==> config.mk <==
export PLATFORM = sky130hd
export DESIGN_NAME = efrs_ram
export DESIGN_NICKNAME = d
export VERILOG_FILES = /design/src/sv/efrs_ram.sv
export SDC_FILE = /design/constraint.sdc
export NUM_CORES = 2
export LEC_CHECK = 0
export BUFFER_PORTS_ARGS = -buffer_cell sky130_fd_sc_hd__buf_2
export CAP_MARGIN = 20
export CORE_MARGIN = 3
export CORE_UTILIZATION = 55
export CTS_CLUSTER_SIZE = 16
export DETAILED_ROUTE_END_ITERATION = 8
export PLACE_DENSITY = 0.74
export SLEW_MARGIN = 15
export SYNTH_ARGS = -nofsm -noshare
export SYNTH_HDL_FRONTEND = slang
export SYNTH_SLANG_ARGS = --single-unit
==> constraint.sdc <==
create_clock -name clk_i -period 6 [get_ports clk_i]
set_input_delay 0.9 -clock clk_i [delete_from_list [all_inputs] [get_ports clk_i]]
set_output_delay 0.9 -clock clk_i [all_outputs]
set_load 0.01 [all_outputs]
==> src/sv/efrs_ram.sv <==
// Generic single-port-write, registered-read RAM.
module efrs_ram #(
  parameter int unsigned Width = 64,
  parameter int unsigned Depth = 64
) (
  input  logic                     clk_i,
  input  logic                     we_i,
  input  logic [$clog2(Depth)-1:0] waddr_i,
  input  logic [Width-1:0]         wdata_i,
  input  logic [$clog2(Depth)-1:0] raddr_i,
  output logic [Width-1:0]         rdata_o
);

  logic [Width-1:0] mem_q [Depth];
  logic [Width-1:0] rdata_q;

  always_ff @(posedge clk_i) begin
    if (we_i) begin
      mem_q[waddr_i] <= wdata_i;
    end
    rdata_q <= mem_q[raddr_i];
  end

  assign rdata_o = rdata_q;

endmodule

==> flow_summary.json <==
{
  "leakage_nw": 55.1,
  "synth_area_um2": 156000,
  "ys_seq_elements": 4160,
  "clk_pin_slew_ns": 0.07,
  "netlist_instances": 6598,
  "intPower_w": 0.0475,
  "crit_family": "simple AND/OR/NAND/NOR gates",
  "p_seq_frac": 0.539,
  "worstSetupPathType": "primary input to flop",
  "ctsResizeCount": 0,
  "die_y_um": 539,
  "grt_pass1_wl_um": 593000,
  "initial_core_util": 0.553,
  "cpPeakStageDelay_ns": 0.94,
  "setup_viol": 0,
  "cp.arrival_ns": 4.20,
  "overflow": 0,
  "route.detailed.drc": 0,
  "dp_cells": 10337,
  "dieArea_um2": 291000,
  "combPwrFrac": 0.047,
  "die_w_um": 539,
  "synth_cell_type_count": 33,
  "hp-class": "primary input to flop",
  "rsz0062_at_grt": "no",
  "num_vias": 76857,
  "status": "finished clean",
  "yosys_warnings": 0,
  "routed_wl_um": 421000,
  "layoutNonFillerInstCount": 11092,
  "cts_tree": "done",
  "cts_root_buf": "clkbuf_16",
  "clk_latency_ns": 0.92,
  "htreeDepth": 5,
  "io_pins": 142,
  "drv_slew": 0,
  "port_buffers": 141,
  "dp_hpwl_um": 222000,
  "routabilityCongestion": 0.822,
  "hold_buffers": 0,
  "hold_violations": 0,
  "mostFrequentLayoutCells": "4,096 x edfxtp_1, 1,024 x mux4_2, 402 x clkbuf_16, 168 x a22oi_1, 153 x buf_4",
  "yosysSeqAreaShare": 0.795,
  "cts_setup_buffers": 0,
  "viasPerCell": 6.93,
  "endpoint_kind": "flop",
  "first_global_vias": 77622,
  "slowest_stage": "nand2b_1",
  "crit_chain": "buf_8 > buf_12 > nand2b_1 > o221ai_1 > o22ai_1 > and3_1",
  "cts.sinks": 4160,
  "clock_path_buffers": 4,
  "area_growth_syn_to_layout_pct": 13.1,
  "crit_required_ns": 6.80,
  "first_pass_iters": 6,
  "final_common_cell": "edfxtp_1",
  "finalClockSkew_ns": 0.0645,
  "peakVddDrop_v": 0.000298,
  "grtUsageTotal": 0.289,
  "antenna_found_initial": 30,
  "max_freq_mhz": 294,
  "numCtsBuffers": 390,
  "slew_headroom": 0.200,
  "tns_ns": 0,
  "worst_pin_slew_ns": 1.20,
  "power_density_nw_per_um2": 340,
  "worst-path-buf-inv": 2,
  "nets": 7094,
  "cp_max_fo": 90,
  "drt_iter0_markers": 12331,
  "cap_viol_max_count": 0,
  "switching_power_w": 0.0125,
  "swShare": 0.208,
  "reg2reg_slack_ns": 3.78,
  "synthesis.nets": 6676,
  "rows": 195,
  "critPathLaunchType": "primary input",
  "layout-drive-gt1-share": 0.286,
  "grt_start_max_net_pins": 94,
  "power_frac_clock": 0.414,
  "core_um2": 283000,
  "hold_ws_ns": 0.379,
  "drtAntennaViolNets": 0,
  "avgSynthCellArea_um2": 23.7,
  "period_needed_ns": 3.40,
  "wl_per_cell_um": 37.9,
  "finalCritPeriodShare": 0.567
}
[state kept, by name, indices dropped and copies added, names as in the netlist]
name and cells:
rdata_o 64, mem_q 4096
[kinds of logic after synthesis]
group / synth area share
AND/OR/NAND/NOR: 0.0124
AO/OA/AOI/OAI: 0.0248
flip-flops: 0.795
buffers and inverters: 0.0118
multiplexers: 0.156
[final timing paths]
check             depth (start not counted)     startpoint            to
hold reg to reg                           4  mem_q[14][61]   rdata_o[61]
setup reg to reg                          5  mem_q[63][49]   rdata_o[49]
setup / recovery                          6     raddr_i[2]    rdata_o[0]
hold / removal                            1     wdata_i[9]  mem_q[40][9]
[metal layers]
metal / part of all wire / vias to the layer above / GRT usage
met4: 0.051 / 20 / 0.129
met2: 0.48 / 5961 / 0.459
li1: - / 29300 / -
met3: 0.13 / 1028 / 0.0669
met1: 0.34 / 40548 / 0.388
met5: 0.00031 / - / 0
[power by group through the flow]
stage | clock network, W | registers [W] | logic [W]
after CTS | 0.0250 | 0.0324 | 0.00279
after detailed placement | 0 | 0.0330 | 0.00277
after global routing | 0.0261 | 0.0323 | 0.00298
final | 0.0248 | 0.0323 | 0.00285
after floorplan | 0 | 0.0329 | 0.00150
after global placement | 0 | 0.0330 | 0.00271
[cell usage after synthesis]
library cell	instances	area (um^2)
a22o_1	88	771
o221ai_1	38	333
or3b_2	1	8.76
inv_1	19	71.3
buf_4	34	255
nand3b_1	2	15.0
nand2_1	58	218
buf_6	6	67.6
a31oi_1	18	113
nand4_1	2	12.5
dfxtp_1	64	1280
buf_1	20	75.1
and3_1	64	400
nor3_1	2	10.0
nor2b_1	28	175
a41oi_1	26	228
mux4_2	1024	23100
nand4b_1	1	8.76
or3_1	29	181
buf_2	170	851
mux2i_1	135	1350
a211oi_1	63	473
o22ai_1	83	519
a22oi_1	168	1260
or2_2	28	175
edfxtp_1	4096	123000
clkbuf_1	140	526
nand2b_1	11	68.8
a31o_1	1	8.76
a2bb2oi_1	19	166
nor2_1	112	420
nand3_1	45	225
and2_1	3	18.8
[per-stage QoR]
stage / total power, W / utilization / setup slack [ns] / area [um^2]
final: 0.0600 / 0.626 / 2.60 / 177000
after global routing: 0.0615 / 0.626 / 2.70 / 177000
after CTS: 0.0602 / 0.623 / 2.69 / 176000
after detailed placement: 0.0357 / 0.578 / 1.77 / 163000
after global placement: 0.0357 / 0.577 / 1.76 / 163000
after floorplan: 0.0344 / - / 1.07 / 156000
[worst reg2reg max path: stages (launching register included)]
cell and delay (ns):
edfxtp_1 0.38, mux4_2 0.47, mux2i_1 0.60, o22ai_1 0.35, a31oi_1 0.24, a211oi_1 0.07
[layout make-up]
cell class	count	area, um^2
Antenna cell	10	25.0
Clock buffer	500	10600
Clock inverter	215	2260
Fill cell	17924	106000
Inverter	19	71.3
Multi-Input combinational cell	2049	30800
Sequential cell	4160	124000
Tap cell	3743	4680
Timing Repair Buffer	396	4060
(Power assumes the default switching activity.)
