[src/sv/efrs_pkg.sv]
// Package with the shared types and constants of the exact floating-point running sum.
package efrs_pkg;

  localparam int unsigned DefMaxTerms = 64;
  localparam logic [63:0] DefaultNan = 64'hFFF8_0000_0000_0000;
  localparam logic [63:0] QuietBit = 64'h0008_0000_0000_0000;
  localparam logic [10:0] ExpAllOnes = 11'h7FF;

  typedef enum logic [3:0] {
    S_IDLE, S_TERM_RD, S_TERM_WAIT, S_TS_GO, S_TS_BUSY, S_FIN,
    S_TOP_RD, S_TOP_WAIT, S_TOP_GO, S_TOP_BUSY,
    S_SUM_RD, S_SUM_WAIT, S_SUM_GO, S_SUM_BUSY, S_EMIT
  } seq_state_e;

  typedef enum logic [2:0] {
    A_IDLE, A_PREP, A_ALIGN, A_ADD, A_LZC, A_NORM, A_ROUND, A_DONE
  } add_state_e;

  typedef enum logic [2:0] {
    OP_X, OP_BV, OP_AV, OP_BR, OP_AR, OP_Y
  } ts_op_e;

  typedef struct packed {
    logic        start;
    logic        sub;
    logic [63:0] a;
    logic [63:0] b;
  } add_req_t;

  typedef struct packed {
    logic        done;
    logic [63:0] res;
  } add_rsp_t;

endpackage

[src/sv/efrs_fpadd.sv]
// Multi-cycle IEEE double adder and subtractor with round to nearest even.
module efrs_fpadd
  import efrs_pkg::*;
(
  input  logic     clk_i,
  input  logic     rst_ni,
  input  add_req_t req_i,
  output add_rsp_t rsp_o
);

  add_state_e state_q, state_d;

  logic [63:0] opa_q, opb_q;
  logic        sub_q;
  logic [63:0] res_q;
  logic        sign_q, zsign_q, effsub_q;
  logic [11:0] e_q;
  logic [10:0] d_q;
  logic [55:0] bm_q, sm_q, nrm_q;
  logic [56:0] sum_q;
  logic [5:0]  sh_q;

  logic        sbn, nan_a, nan_b, inf_a, inf_b, b_big;
  logic [63:0] big, sml;
  logic [10:0] eb_raw, es_raw, eb_adj, es_adj;
  logic [55:0] sm_in, sm_shift, sm_mask;
  logic [5:0]  lz;
  logic [55:0] nrm_pre;
  logic [52:0] m53;
  logic [53:0] m54;
  logic [52:0] mfin;
  logic [11:0] efin;
  logic        rnd_up;

  always_comb begin
    state_d = state_q;
    case (state_q)
      A_IDLE:  if (req_i.start) state_d = A_PREP;
      A_PREP: begin
        if (nan_a || nan_b || inf_a || inf_b) state_d = A_DONE;
        else state_d = A_ALIGN;
      end
      A_ALIGN: state_d = A_ADD;
      A_ADD:   state_d = A_LZC;
      A_LZC:   state_d = (sum_q == '0) ? A_DONE : A_NORM;
      A_NORM:  state_d = A_ROUND;
      A_ROUND: state_d = A_DONE;
      A_DONE:  state_d = A_IDLE;
      default: state_d = A_IDLE;
    endcase
  end

  always_ff @(posedge clk_i or negedge rst_ni) begin
    if (!rst_ni) begin
      state_q <= A_IDLE;
    end else begin
      state_q <= state_d;
    end
  end

  always_comb begin
    sbn    = opb_q[63] ^ sub_q;
    nan_a  = (opa_q[62:52] == ExpAllOnes) && (opa_q[51:0] != '0);
    nan_b  = (opb_q[62:52] == ExpAllOnes) && (opb_q[51:0] != '0);
    inf_a  = (opa_q[62:52] == ExpAllOnes) && (opa_q[51:0] == '0);
    inf_b  = (opb_q[62:52] == ExpAllOnes) && (opb_q[51:0] == '0);
    b_big  = opb_q[62:0] > opa_q[62:0];
    big    = b_big ? {sbn, opb_q[62:0]} : opa_q;
    sml    = b_big ? opa_q : {sbn, opb_q[62:0]};
    eb_raw = big[62:52];
    es_raw = sml[62:52];
    eb_adj = (eb_raw == '0) ? 11'd1 : eb_raw;
    es_adj = (es_raw == '0) ? 11'd1 : es_raw;
  end

  always_comb begin
    sm_mask  = ~({56{1'b1}} << d_q[5:0]);
    sm_shift = sm_q >> d_q[5:0];
    if (d_q >= 11'd56) begin
      sm_in = {55'd0, (sm_q != '0)};
    end else begin
      sm_in = sm_shift | {55'd0, ((sm_q & sm_mask) != '0)};
    end
  end

  always_comb begin
    lz = 6'd56;
    for (int i = 0; i < 56; i++) begin
      if (sum_q[i]) lz = 6'(55 - i);
    end
  end

  always_comb begin
    nrm_pre = nrm_q << sh_q;
    m53     = nrm_q[55:3];
    rnd_up  = nrm_q[2] & (nrm_q[1] | nrm_q[0] | m53[0]);
    m54     = {1'b0, m53} + {53'd0, rnd_up};
    if (m54[53]) begin
      mfin = m54[53:1];
      efin = e_q + 12'd1;
    end else begin
      mfin = m54[52:0];
      efin = e_q;
    end
  end

  always_ff @(posedge clk_i) begin
    case (state_q)
      A_IDLE: begin
        if (req_i.start) begin
          opa_q <= req_i.a;
          opb_q <= req_i.b;
          sub_q <= req_i.sub;
        end
      end
      A_PREP: begin
        if (nan_a) begin
          res_q <= opa_q | QuietBit;
        end else if (nan_b) begin
          res_q <= opb_q | QuietBit;
        end else if (inf_a && inf_b && (opa_q[63] != sbn)) begin
          res_q <= DefaultNan;
        end else if (inf_a) begin
          res_q <= opa_q;
        end else if (inf_b) begin
          res_q <= {sbn, opb_q[62:0]};
        end
        sign_q   <= big[63];
        zsign_q  <= opa_q[63] & sbn;
        effsub_q <= opa_q[63] ^ sbn;
        e_q      <= {1'b0, eb_adj};
        d_q      <= eb_adj - es_adj;
        bm_q     <= {(eb_raw != '0), big[51:0], 3'b000};
        sm_q     <= {(es_raw != '0), sml[51:0], 3'b000};
      end
      A_ALIGN: sm_q <= sm_in;
      A_ADD: begin
        if (effsub_q) sum_q <= {1'b0, bm_q} - {1'b0, sm_q};
        else sum_q <= {1'b0, bm_q} + {1'b0, sm_q};
      end
      A_LZC: begin
        if (sum_q == '0) begin
          res_q <= {zsign_q, 63'd0};
        end else if (sum_q[56]) begin
          nrm_q <= {sum_q[56:2], sum_q[1] | sum_q[0]};
          e_q   <= e_q + 12'd1;
          sh_q  <= '0;
        end else begin
          nrm_q <= sum_q[55:0];
          sh_q  <= ({6'd0, lz} < (e_q - 12'd1)) ? lz : 6'(e_q - 12'd1);
        end
      end
      A_NORM: begin
        nrm_q <= nrm_pre;
        e_q   <= e_q - {6'd0, sh_q};
      end
      A_ROUND: begin
        if (efin >= 12'd2047) begin
          res_q <= {sign_q, ExpAllOnes, 52'd0};
        end else begin
          res_q <= {sign_q, (mfin[52] ? efin[10:0] : 11'd0), mfin[51:0]};
        end
      end
      default: ;
    endcase
  end

  assign rsp_o.done = (state_q == A_DONE);
  assign rsp_o.res  = res_q;

endmodule

[config.mk]
export PLATFORM = sky130hd
export DESIGN_NAME = efrs_fpadd
export DESIGN_NICKNAME = d
export VERILOG_FILES = /design/src/sv/efrs_pkg.sv /design/src/sv/efrs_fpadd.sv
export SDC_FILE = /design/constraint.sdc
export NUM_CORES = 2
export LEC_CHECK = 0
export BUFFER_PORTS_ARGS = -buffer_cell sky130_fd_sc_hd__buf_4
export CAP_MARGIN = 20
export CORE_MARGIN = 10
export CORE_UTILIZATION = 35
export CTS_BUF_LIST = sky130_fd_sc_hd__clkbuf_4
export DETAILED_ROUTE_END_ITERATION = 16
export GPL_TIMING_DRIVEN = 0
export SYNTH_ARGS = -nofsm -noshare
export SYNTH_HDL_FRONTEND = slang
export SYNTH_SLANG_ARGS = --single-unit
export TNS_END_PERCENT = 50
[constraint.sdc]
create_clock -name clk_i -period 23.7 [get_ports clk_i]
set_clock_uncertainty 0.05 [all_clocks]
set_input_delay 2.37 -clock clk_i [delete_from_list [all_inputs] [get_ports clk_i]]
set_output_delay 2.37 -clock clk_i [all_outputs]
set_load 0.02 [all_outputs]
==> flow_summary.ini <==
[clock_network]
cts-hold-fix-buffers = 0
cts_buffers = 131
cts_tree = done
clk_pin_slew_worst_paths_ps = 70
clockBufferDepth = 3
cts-root-buf = clkbuf_4
post_cts_resized = 0
h-tree-depth = 4
insertion_delay_ps = 1080
clkSinkCount = 450
postCtsSetupBuffers = 0

[job]
maxCapViolCount = 0

[timing]
max_slew_margin_pct = 21.4
grt_setup_unrepaired = false
tns_ps = 0
setup_viol = 0
tightest_slew_ps = 1170
final.period_utilization_pct = 25.9
final_max_slew_viol_count = 0
hold_ws_ps = 637
min_period_ps = 6150
hold_viol_final = 0
timing.fmax_mhz = 163

[routing]
ant_nets = 0
drt-vias-per-instance = 6.20
post-route-drc-count = 0
first_pass_iters = 6
routedWlPerCell_um = 31.3
finalWirelength_um = 180000
drt_iter0_drc = 4798
wl_met3_um = 19100
drt-met1-wl_um = 70000
top_layer = met5
num_vias = 35800
routed-wl-met2_um = 78400

[yosys]
synth_simple_gate_area_share_pct = 16.5
yosys-top-cells-area = edfxtp_1 37%, mux2i_1 7.0%, ha_1 6.8%
yosysTopAreaCell = edfxtp_1
synth.mux.area_fraction_pct = 12.9
synth_fp_nets = 4264
synth_fa_ha_area_share_pct = 6.95
synth-xor-area-share_pct = 3.01
syn_avg_cell_area_um2 = 9.18
ys_warn_count = 0
postSynthCellCount = 3934
yosys_most_used_dff = edfxtp_1
synth_top_area_share_pct = 37.2
synth-compound-area-share_pct = 18.1
synth_top_family_by_area = compound AO/OA/AOI/OAI gates
ys_ff_latch = 450
ys_types = 90
yosysSeqAreaShare_pct = 37.4
synth_edf_count = 447
ys_async_sr_fraction_pct = 0.667
netlist_area_um2 = 36100

[final_layout]
layout_common_cells = 461 x nand2_1, 447 x edfxtp_1, 337 x nor2_1
layout_commonest_cell = nand2_1
num-nets-final = 4626
drive_gt1_share_pct = 14.2
num-fill-cells = 10400
fin_area_um2 = 41500
area_delta_synth_final_pct = 14.9

[floorplan]
rows = 117
io_pins = 197
die_h_um = 341
core-area_um2 = 102000
die_area_um2 = 116000
die_w_um = 341
start_util_pct = 35.4

[setup_path]
start_kind = flip-flop
timing.rr.end = d_q[9]
arrival_ps = 6910
r2r_setup_slack_ps = 17550
cp_data_required_time_ps = 24460
r2r_start = opa_q[32]
reg2reg_depth = 24
critical_path_class = reg -> reg
endpoint = d_q[9]
setup.worst_path.end_class = flip-flop
path_max_fanout = 10
crit_start = opa_q[32]

[global_route]
grt_pass1_wl_um = 251000
overflow = 0
grt_pass1_vias = 34000
track_usage_pct = 29.8
grt_max_degree = 45
antenna_found_initial = 11

[place]
placed_area_um2 = 39700
io_buffer_count = 196
routabilityCongestion = 1.04
dp_hpwl_um = 145000

[power_and_ir_drop]
p_leak_nw = 15.8
cellPowerDensity_nw_per_um2 = 139
ir_drop_mv = 0.0643

[worst_hold_path]
hold_class = reg -> reg

[run_status]
status = finished clean
[per-layer routing]
layer  global-route usage, %  vias to the layer above
met2                    45.1                     2460
met4                    19.0                        6
met5                       0                        -
met1                    37.3                    17300
met3                    7.96                      494
li1                        -                    15500
[state kept, by name (all words and copies together) (netlist names), 6 cells and up]
signal / flops
bm_q: 53
d_q: 11
e_q: 12
nrm_q: 56
opa_q: 64
opb_q: 64
res_q: 64
sh_q: 6
sm_q: 56
sum_q: 57
[worst min path at each step]
stage | slack (ps) | depth (start not counted) | start | to
floorplan | 480 | 0 | sm_q[0] | sum_q[0]
global placement | 580 | 2 | nrm_q[0] | nrm_q[0]
detailed placement | 610 | 2 | nrm_q[0] | nrm_q[0]
CTS | 640 | 2 | nrm_q[0] | nrm_q[0]
global route | 670 | 2 | nrm_q[0] | nrm_q[0]
finish | 640 | 1 | opa_q[63] | zsign_q
[stage by stage]
step	power, mW	utilization, %	setup slack (ps)	instances
floorplan	3.44	-	7350	3934
global placement	4.82	38.5	1640	5498
detailed placement	4.79	38.9	17690	5528
CTS	5.61	40.6	17650	5759
global route	5.98	40.6	16940	5769
finish	5.75	40.7	17550	5773
[logic make-up after synthesis]
family,Yosys count
compound gates,1052
xor+xnor,124
simple gates,1281
flops,450
fa+ha+maj,199
buf+inv,467
mux,361
[worst max-delay path: stages, from the launching register on]
cell	delay [ps]
edfxtp_1	450
inv_1	130
ha_1	330
a21o_1	160
a21o_1	170
a21oi_1	140
nor2b_1	60
o211ai_1	160
a211oi_1	130
nor4_1	880
a21oi_4	250
buf_4	280
mux2i_1	670
inv_1	110
ha_1	310
nor2b_1	120
o21ai_0	200
a21boi_0	140
o21ai_0	260
a21boi_0	160
o21ai_0	200
nand2b_1	120
a21o_1	190
a21oi_1	160
xnor2_1	80
[cells in the mapped netlist, types with 14 or more instances]
master and instances:
and2_1 20, nor3_1 64, inv_1 213, nor2b_1 44
nand4_1 42, mux2i_1 251, o31ai_1 24, nor4_1 66
or3_1 23, o21ai_0 304, buf_2 22, a21oi_1 219
xor2_1 52, a211oi_1 40, a21boi_0 14, a21o_1 44
nand2_1 461, o21a_1 18, nor2_1 338, nand2b_1 28
and4_1 15, o22ai_1 137, nand3_1 90, o21ai_1 28
mux4_2 79, a31oi_1 38, buf_1 34, ha_1 195
clkbuf_1 178, edfxtp_1 447, o211ai_1 34, or2_2 20
and3_1 29, xnor2_1 72, mux2_2 28
[report_power, final]
| group | total [mW] | internal, mW | switching, mW |
|---|---|---|---|
| registers | 1.74 | 1.28 | 0.452 |
| logic | 3.20 | 1.07 | 2.14 |
| clock network | 0.810 | 0.439 | 0.371 |
[area by class of cell]
cell class                 instances  area (um2)  area share, %
sequential                       450       13500           32.5
buffer                           249        1040           2.51
clock buffer                     178        1340           3.22
multi-input combinational       3017       20800           50.1
clock inverter                    53         450           1.09
tap                             1368        1710           4.13
timing repair buffer             229        1820           4.39
inverter                         218         818           1.97
antenna                           11        27.5         0.0664
No activity file was read; power rests on OpenSTA's default activity.
